## src/design/sccr_pkg.sv

```systemverilog
`default_nettype none
// ----------------------------------------------------------------------------
// sccr_pkg: shared types, constants and functions
// Request codes, controller/datapath command and status groups, and the
// sample-to-row conversion used by the scope capture column renderer.
// ----------------------------------------------------------------------------
package sccr_pkg;

    localparam int SCREEN_SIZE  = 240;
    localparam int ROW_OFFSET   = SCREEN_SIZE / 2;
    localparam int ROW_MAX      = SCREEN_SIZE - 1;
    localparam int DIV_SHIFT    = 5;
    localparam int DIV_ROUND    = (1 << DIV_SHIFT) - 1;
    localparam int COL_W        = 8;
    localparam int ROW_W        = 8;
    localparam int SAMPLE_W     = 16;
    localparam int CFG_W        = 10;
    localparam int LENGTH_RESET = 512;
    localparam int MOD_STEPS    = COL_W;

    typedef enum logic [1:0] {
        REQ_SAMPLE     = 2'd0,
        REQ_HOLD_BEGIN = 2'd1,
        REQ_HOLD_END   = 2'd2,
        REQ_QUERY      = 2'd3
    } req_type_t;

    typedef struct packed {
        logic clr_wr;
        logic smp_wr;
        logic set_hold;
        logic clr_hold;
        logic q_load;
        logic mod_step;
        logic addr_calc;
        logic rd_start;
        logic rd_stop;
        logic conv_b;
        logic res_load;
    } cmd_t;

    typedef struct packed {
        logic clr_last;
        logic hold;
        logic wrap;
    } sts_t;

    // Divide by 32 rounding toward zero, add the screen centre and clamp.
    function automatic logic [ROW_W-1:0] to_row(input logic signed [SAMPLE_W-1:0] s);
        logic signed [SAMPLE_W:0] t;
        logic signed [SAMPLE_W:0] v;
        begin
            t = {s[SAMPLE_W-1], s} + (s[SAMPLE_W-1] ? (SAMPLE_W+1)'(DIV_ROUND)
                                                    : (SAMPLE_W+1)'(0));
            v = (t >>> DIV_SHIFT) + (SAMPLE_W+1)'(ROW_OFFSET);
            if (v < 0)
            begin
                v = '0;
            end
            else if (v > (SAMPLE_W+1)'(ROW_MAX))
            begin
                v = (SAMPLE_W+1)'(ROW_MAX);
            end
            to_row = v[ROW_W-1:0];
        end
    endfunction

endpackage
`default_nettype wire

```

## src/design/sccr_ctrl.sv

```systemverilog
`default_nettype none
// ----------------------------------------------------------------------------
// sccr_ctrl: sequencing controller
// Runs the clearing pass after reset, decodes accepted requests and steps a
// column query through remainder, address, read, conversion and result.
// ----------------------------------------------------------------------------
module sccr_ctrl (
    input  wire logic          clk,
    input  wire logic          rst_n,
    input  wire logic          in_valid,
    output logic               in_ready,
    input  wire logic [1:0]    req_type,
    output logic               out_valid,
    input  wire logic          out_ready,
    output sccr_pkg::cmd_t     cmd,
    input  wire sccr_pkg::sts_t sts
);

    typedef enum logic [2:0] {
        ST_CLEAR,
        ST_IDLE,
        ST_MOD,
        ST_ADDR,
        ST_RD_A,
        ST_RD_B,
        ST_CONV,
        ST_DONE
    } state_t;

    localparam int STEP_W = $clog2(sccr_pkg::MOD_STEPS);

    state_t              state_reg, state_next;
    logic [STEP_W-1:0]   step_reg, step_next;
    logic                out_valid_reg, out_valid_next;
    logic                acc;

    assign in_ready  = (state_reg == ST_IDLE);
    assign acc       = in_valid && in_ready;
    assign out_valid = out_valid_reg;

    always_comb
    begin
        cmd        = '0;
        state_next = state_reg;
        step_next  = step_reg;
        case (state_reg)
            ST_CLEAR:
            begin
                cmd.clr_wr = 1'b1;
                if (sts.clr_last)
                begin
                    state_next = ST_IDLE;
                end
            end
            ST_IDLE:
            begin
                if (acc)
                begin
                    case (sccr_pkg::req_type_t'(req_type))
                        sccr_pkg::REQ_SAMPLE:     cmd.smp_wr   = !sts.hold;
                        sccr_pkg::REQ_HOLD_BEGIN: cmd.set_hold = 1'b1;
                        sccr_pkg::REQ_HOLD_END:   cmd.clr_hold = 1'b1;
                        sccr_pkg::REQ_QUERY:
                        begin
                            cmd.q_load = 1'b1;
                            step_next  = '0;
                            state_next = ST_MOD;
                        end
                        default: cmd = '0;
                    endcase
                end
            end
            ST_MOD:
            begin
                // The remainder unit only runs when the look-back passes zero.
                if (!sts.wrap)
                begin
                    state_next = ST_ADDR;
                end
                else
                begin
                    cmd.mod_step = 1'b1;
                    step_next    = step_reg + STEP_W'(1);
                    if (step_reg == STEP_W'(sccr_pkg::MOD_STEPS - 1))
                    begin
                        state_next = ST_ADDR;
                    end
                end
            end
            ST_ADDR:
            begin
                cmd.addr_calc = 1'b1;
                state_next    = ST_RD_A;
            end
            ST_RD_A:
            begin
                cmd.rd_start = 1'b1;
                state_next   = ST_RD_B;
            end
            ST_RD_B:
            begin
                cmd.rd_stop = 1'b1;
                state_next  = ST_CONV;
            end
            ST_CONV:
            begin
                cmd.conv_b = 1'b1;
                state_next = ST_DONE;
            end
            ST_DONE:
            begin
                if (!out_valid_reg || out_ready)
                begin
                    cmd.res_load = 1'b1;
                    state_next   = ST_IDLE;
                end
            end
            default:
            begin
                state_next = ST_IDLE;
            end
        endcase
    end

    always_comb
    begin
        if (cmd.res_load)
        begin
            out_valid_next = 1'b1;
        end
        else if (out_ready)
        begin
            out_valid_next = 1'b0;
        end
        else
        begin
            out_valid_next = out_valid_reg;
        end
    end

    always_ff @(posedge clk or negedge rst_n)
    begin
        if (!rst_n)
        begin
            state_reg     <= ST_CLEAR;
            step_reg      <= '0;
            out_valid_reg <= 1'b0;
        end
        else
        begin
            state_reg     <= state_next;
            step_reg      <= step_next;
            out_valid_reg <= out_valid_next;
        end
    end

endmodule
`default_nettype wire

```

## config.mk

```make
export PLATFORM = sky130hd
export DESIGN_NAME = sccr_ctrl
export DESIGN_NICKNAME = d
export VERILOG_FILES = /design/src/design/sccr_pkg.sv /design/src/design/sccr_ctrl.sv
export SDC_FILE = /design/constraint.sdc
export NUM_CORES = 1
export LEC_CHECK = 0
export BUFFER_PORTS_ARGS = -buffer_cell sky130_fd_sc_hd__buf_2
export CELL_PAD_IN_SITES_DETAIL_PLACEMENT = 1
export CELL_PAD_IN_SITES_GLOBAL_PLACEMENT = 1
export CORE_UTILIZATION = 30
export CTS_CLUSTER_DIAMETER = 50
export DETAILED_ROUTE_END_ITERATION = 6
export PLACE_DENSITY_LB_ADDON = 0.1
export SYNTH_ARGS = -nofsm -noshare
export SYNTH_HDL_FRONTEND = slang
export SYNTH_SLANG_ARGS = --single-unit
```

## constraint.sdc

```tcl
create_clock -name clk -period 1.7 [get_ports clk]
set_input_delay 0.085 -clock clk [delete_from_list [all_inputs] [get_ports clk]]
set_output_delay 0.085 -clock clk [all_outputs]
set_load 0.02 [all_outputs]
```

# Word level (Yosys, flattened, before mapping)
# Index checks and enable logic that the tools add are counted.
# Widths: inputs -> output; s select.
[word_totals]
wordCells = 59
ff_bits = 7
[op_classes]
n_reduce_logical = 10
n_addsub = 1
muxes = 28
eq_ne = 17
[op_table]
columns = ["op", "count"]
rows = [
  ["$mux 3", 9],
  ["$pmux 3 s8", 1],
  ["$eq 3x3->1 const B", 5],
  ["$pmux 1 s2", 7],
  ["$mux 10", 1],
  ["$mux 1", 8],
  ["$eq 3x2->1 const B", 2],
  ["$ne 2x2->1 const B", 3],
  ["$pmux 3 s2", 1],
  ["$reduce_and 5->1", 1],
  ["$eq 2x2->1 const B", 2],
  ["$mux 4", 1],
  ["$ne 2x1->1 const B", 2],
  ["$reduce_and 4->1", 1],
  ["$reduce_bool 2->1", 2],
  ["$add 3x1->3 const B", 1],
  ["$eq 3x1->1 const B", 1],
  ["$logic_not 3->1", 1],
  ["$ne 3x3->1 const B", 1],
  ["$eq 2x1->1 const B", 1],
  ["$logic_not 1->1", 2],
  ["$logic_not 2->1", 1],
  ["$logic_and 1x1->1", 1],
  ["$logic_or 1x1->1", 1],
]

# Logic depth before layout (Yosys ltp)
[depth]
word_depth = 5
depth_mapped = 6
ltp_nobuf = 6

# Least setup slack after synthesis
# No wires, ideal clock.
[synth_timing]
kind = "register to output"
from = "register state_reg[1]"
to = "output cmd[9] (netlist bit)"
path_slack_ps = -372
n_path_buf = 0
stages_incl_launch_ff = 6
arrival_time_ps = 1987
t_required_ps = 1615
cell_sequence = "dfrtp_1 -> inv_1 -> ha_1 -> nor2b_1 -> nand2_1 -> nor4_1"
[synth_rtl]
columns = ["element", "line_no", "source"]
rows = [
  ["start, declared", "sccr_ctrl.sv:32", "state_t state_reg, state_next;"],
  ["start signal, assigned", "sccr_ctrl.sv:151", "state_reg <= state_next;"],
  ["end, declared", "sccr_ctrl.sv:15", "output sccr_pkg::cmd_t cmd,"],
]

==> flow_metrics.tcl <==
set metrics [dict create \
    grt_pass1_vias 526 \
    relSlewSlack_pct 85.3 \
    startpoint_type "flip-flop" \
    rr_worst_depth 6 \
    min_period_ns 1.63 \
    pre_cts_ws_ns -0.0330 \
    min_delay_worst_endpoint "out_valid$_DFFE_PN0P_" \
    clkPwrFrac_pct 11.5 \
    antennaDiodeCount 0 \
    final_common_cell "buf_2" \
    grt_start_max_net_pins 11 \
    viasPerCell 4.47 \
    syn_to_final_growth_pct 49.4 \
    power.switching_w 0.000614 \
    yosysTopAreaCell "dfrtp_1" \
    period_share_pct 96.0 \
    syn_area_per_cell_um2 9.35 \
    first_pass_iters 2 \
    critPathArrivalTime_ns 1.55 \
    port_buffers 21 \
    clock_latency_ns 0.26 \
    cp-end-kind "output pin" \
    syn_area_um2 552 \
    drv_slew 0 \
    final_layout_size_suffix_gt1_share_pct 51.6 \
    p_seq_share_pct 19.4 \
    wire_per_inst_um 12.1 \
    die_w_um 44.9 \
    clockRootBuffer "clkbuf_4" \
    crit_type "flip-flop to output pin" \
    fin_nets 107 \
    synthCells 59 \
    p_leak_nw 0.425 \
    switching_share_pct 43.7 \
    critPathMaxStageDelay_ns 0.35 \
    die_h_um 44.9 \
    worst_slew_pin_slew_ns 0.221 \
    finalHoldViolCount 0 \
    syn-num-nets 74 \
    start_util_pct 32.0 \
    hold_class "primary input to flip-flop" \
    clkTransAtPathRegs_ns 0.06 \
    intPower_w 0.000792 \
    ys_types 24 \
    postRouteAntennaNets 0 \
    routed_wl_um 1400 \
    vias 519 \
    seq_area_frac_synth_pct 31.7 \
    core.rowCount 15 \
    hpwlAfterDp_um 1070 \
    pwr-share-comb_pct 69.1 \
    cp_cell_sequence "inv_1, ha_1, and2b_4, buf_4, and2_2, buf_2" \
    setup-violations-final 0 \
    r2r_start "state_reg[0]$_DFFE_PN0P_" \
    cts_tree "built" \
    dieArea_mm2 0.00201 \
    p_total_w 0.00141 \
    layout_common_cells "buf_2 (20), buf_4 (9), dfrtp_1 (7)" \
    power.density_mw_per_mm2 1710 \
    track_usage_pct 16.0 \
    ios 22 \
    r2r-end "state_reg[2]$_DFFE_PN0P_" \
    fmax_ghz 0.613 \
    first_iter_violations 7 \
    status "finished clean" \
    cts_buffer_depth 2 \
    place_congestion 0.733 \
    htreeDepth 1 \
    crit_required_ns 1.62 \
    cts_buffers 3 \
    clock_sinks 7 \
    synth_area_leaders "dfrtp_1 (32%), ha_1 (14%), inv_1 (4.8%)" \
    ys.warnings.count 0 \
    grt_overflow 0 \
    rsz0062_at_grt "no" \
    hold_start "out_ready" \
    synth-seq-cells 7 \
    finClkSkew_ns 0.00601 \
    final_util_pct 47.8 \
    cp_max_fo 4 \
    design.core.area_mm2 0.00173 \
    fin_ws_ns 0.0687 \
    drc 0 \
    crit_slowest_cell "dfrtp_1" \
    antenna_found_initial 0 \
    holdPathStages 3 \
    rrSetupSlack_ns 0.08 \
    netlist.area_leader.share_pct 31.7 \
    peakVddDrop_uv 719 \
    grt_pass1_wl_um 2280 \
    cap_viol_max_count 0 \
]
-- critical path: cells and delay by family, from the launching register on --
kind	cells	cell delay (ns)
adder cells (fa/ha/maj)	1	0.23
buffers and inverters	3	0.36
flip-flops	1	0.35
AND/OR/NAND/NOR	2	0.35
-- layer usage --
layer | GRT usage [%] | wire length, um | vias up
met1 | 18.7 | 612 | 235
met4 | 9.09 | 29 | 0
met3 | 2.40 | 39 | 4
li1 | - | - | 269
met2 | 27.6 | 717 | 11
met5 | 0 | 0 | -
-- cell type report --
class                      instances  area [um2]
multi-input combinational         43         388
inverter                           7        26.3
clock buffer                       4        26.3
sequential                         7         175
timing repair buffer              30         178
fill                             225         902
tap                               25        31.3
-- how the worst max path moves through the flow --
stage	startpoint	end	slack (ns)	depth (start not counted)
floorplan	state_reg[1]$_DFFE_PN0P_	cmd[8]	-0.01	5
global placement	state_reg[1]$_DFFE_PN0P_	state_reg[1]$_DFFE_PN0P_	-0.02	6
detailed placement	state_reg[1]$_DFFE_PN0P_	state_reg[1]$_DFFE_PN0P_	-0.03	6
CTS	state_reg[1]$_DFFE_PN0P_	cmd[8]	0.02	6
global route	state_reg[0]$_DFFE_PN0P_	state_reg[2]$_DFFE_PN0P_	0.007	6
finish	state_reg[0]$_DFFE_PN0P_	cmd[5]	0.07	6
-- Yosys cell counts --
library cell	instances
nand3_1	4
o221ai_2	1
nor2b_1	3
nor3b_1	2
dfrtp_1	7
a211oi_2	1
and2b_4	1
ha_1	6
mux2_4	1
inv_1	7
or3_2	1
nor2_1	1
a21oi_1	2
nand2_1	4
and2_1	2
nor4_1	1
mux2i_1	2
buf_4	2
and2_2	2
nand2b_1	3
o22ai_1	1
o21bai_1	1
o21ai_0	3
a32oi_2	1
-- cell families after synthesis --
group | after synthesis | synth area share (%)
flops | 7 | 31.7
compound gates | 10 | 15.0
buf+inv | 9 | 7.48
fa+ha+maj | 6 | 13.6
simple gates | 24 | 25.8
mux | 3 | 6.35
-- power groups by stage --
stage / clock, W / sequential, W / combinational [W]
final: 0.000162 / 0.000273 / 0.000972
after global routing: 0.000178 / 0.000281 / 0.00107
after CTS: 0.000171 / 0.000273 / 0.000957
after detailed placement: 0 / 0.000279 / 0.000876
after global placement: 0 / 0.000275 / 0.000865
after floorplan: 0 / 0.000281 / 0.000596
-- what timing repair did --
action | in CTS | in global routing
pin swaps | 0 | 3
endpoints found under the hold margin | 7 | 0
gates resized for setup | 7 | 0
endpoints found under the setup margin | 6 | 5
hold buffers | 1 | 0
buffers inserted | 1 | 2
-- stage by stage --
step	hold WS, ns	std cells	TNS, ns	area (um2)
final	0.182	116	0	825
after global routing	0.204	116	0	825
after CTS	0.176	114	0	810
after detailed placement	-0.0623	108	-0.0525	738
after global placement	-0.0672	108	-0.0216	738
after floorplan	-0.211	59	-0.0100	579
Power figures use the tool's default switching activity.
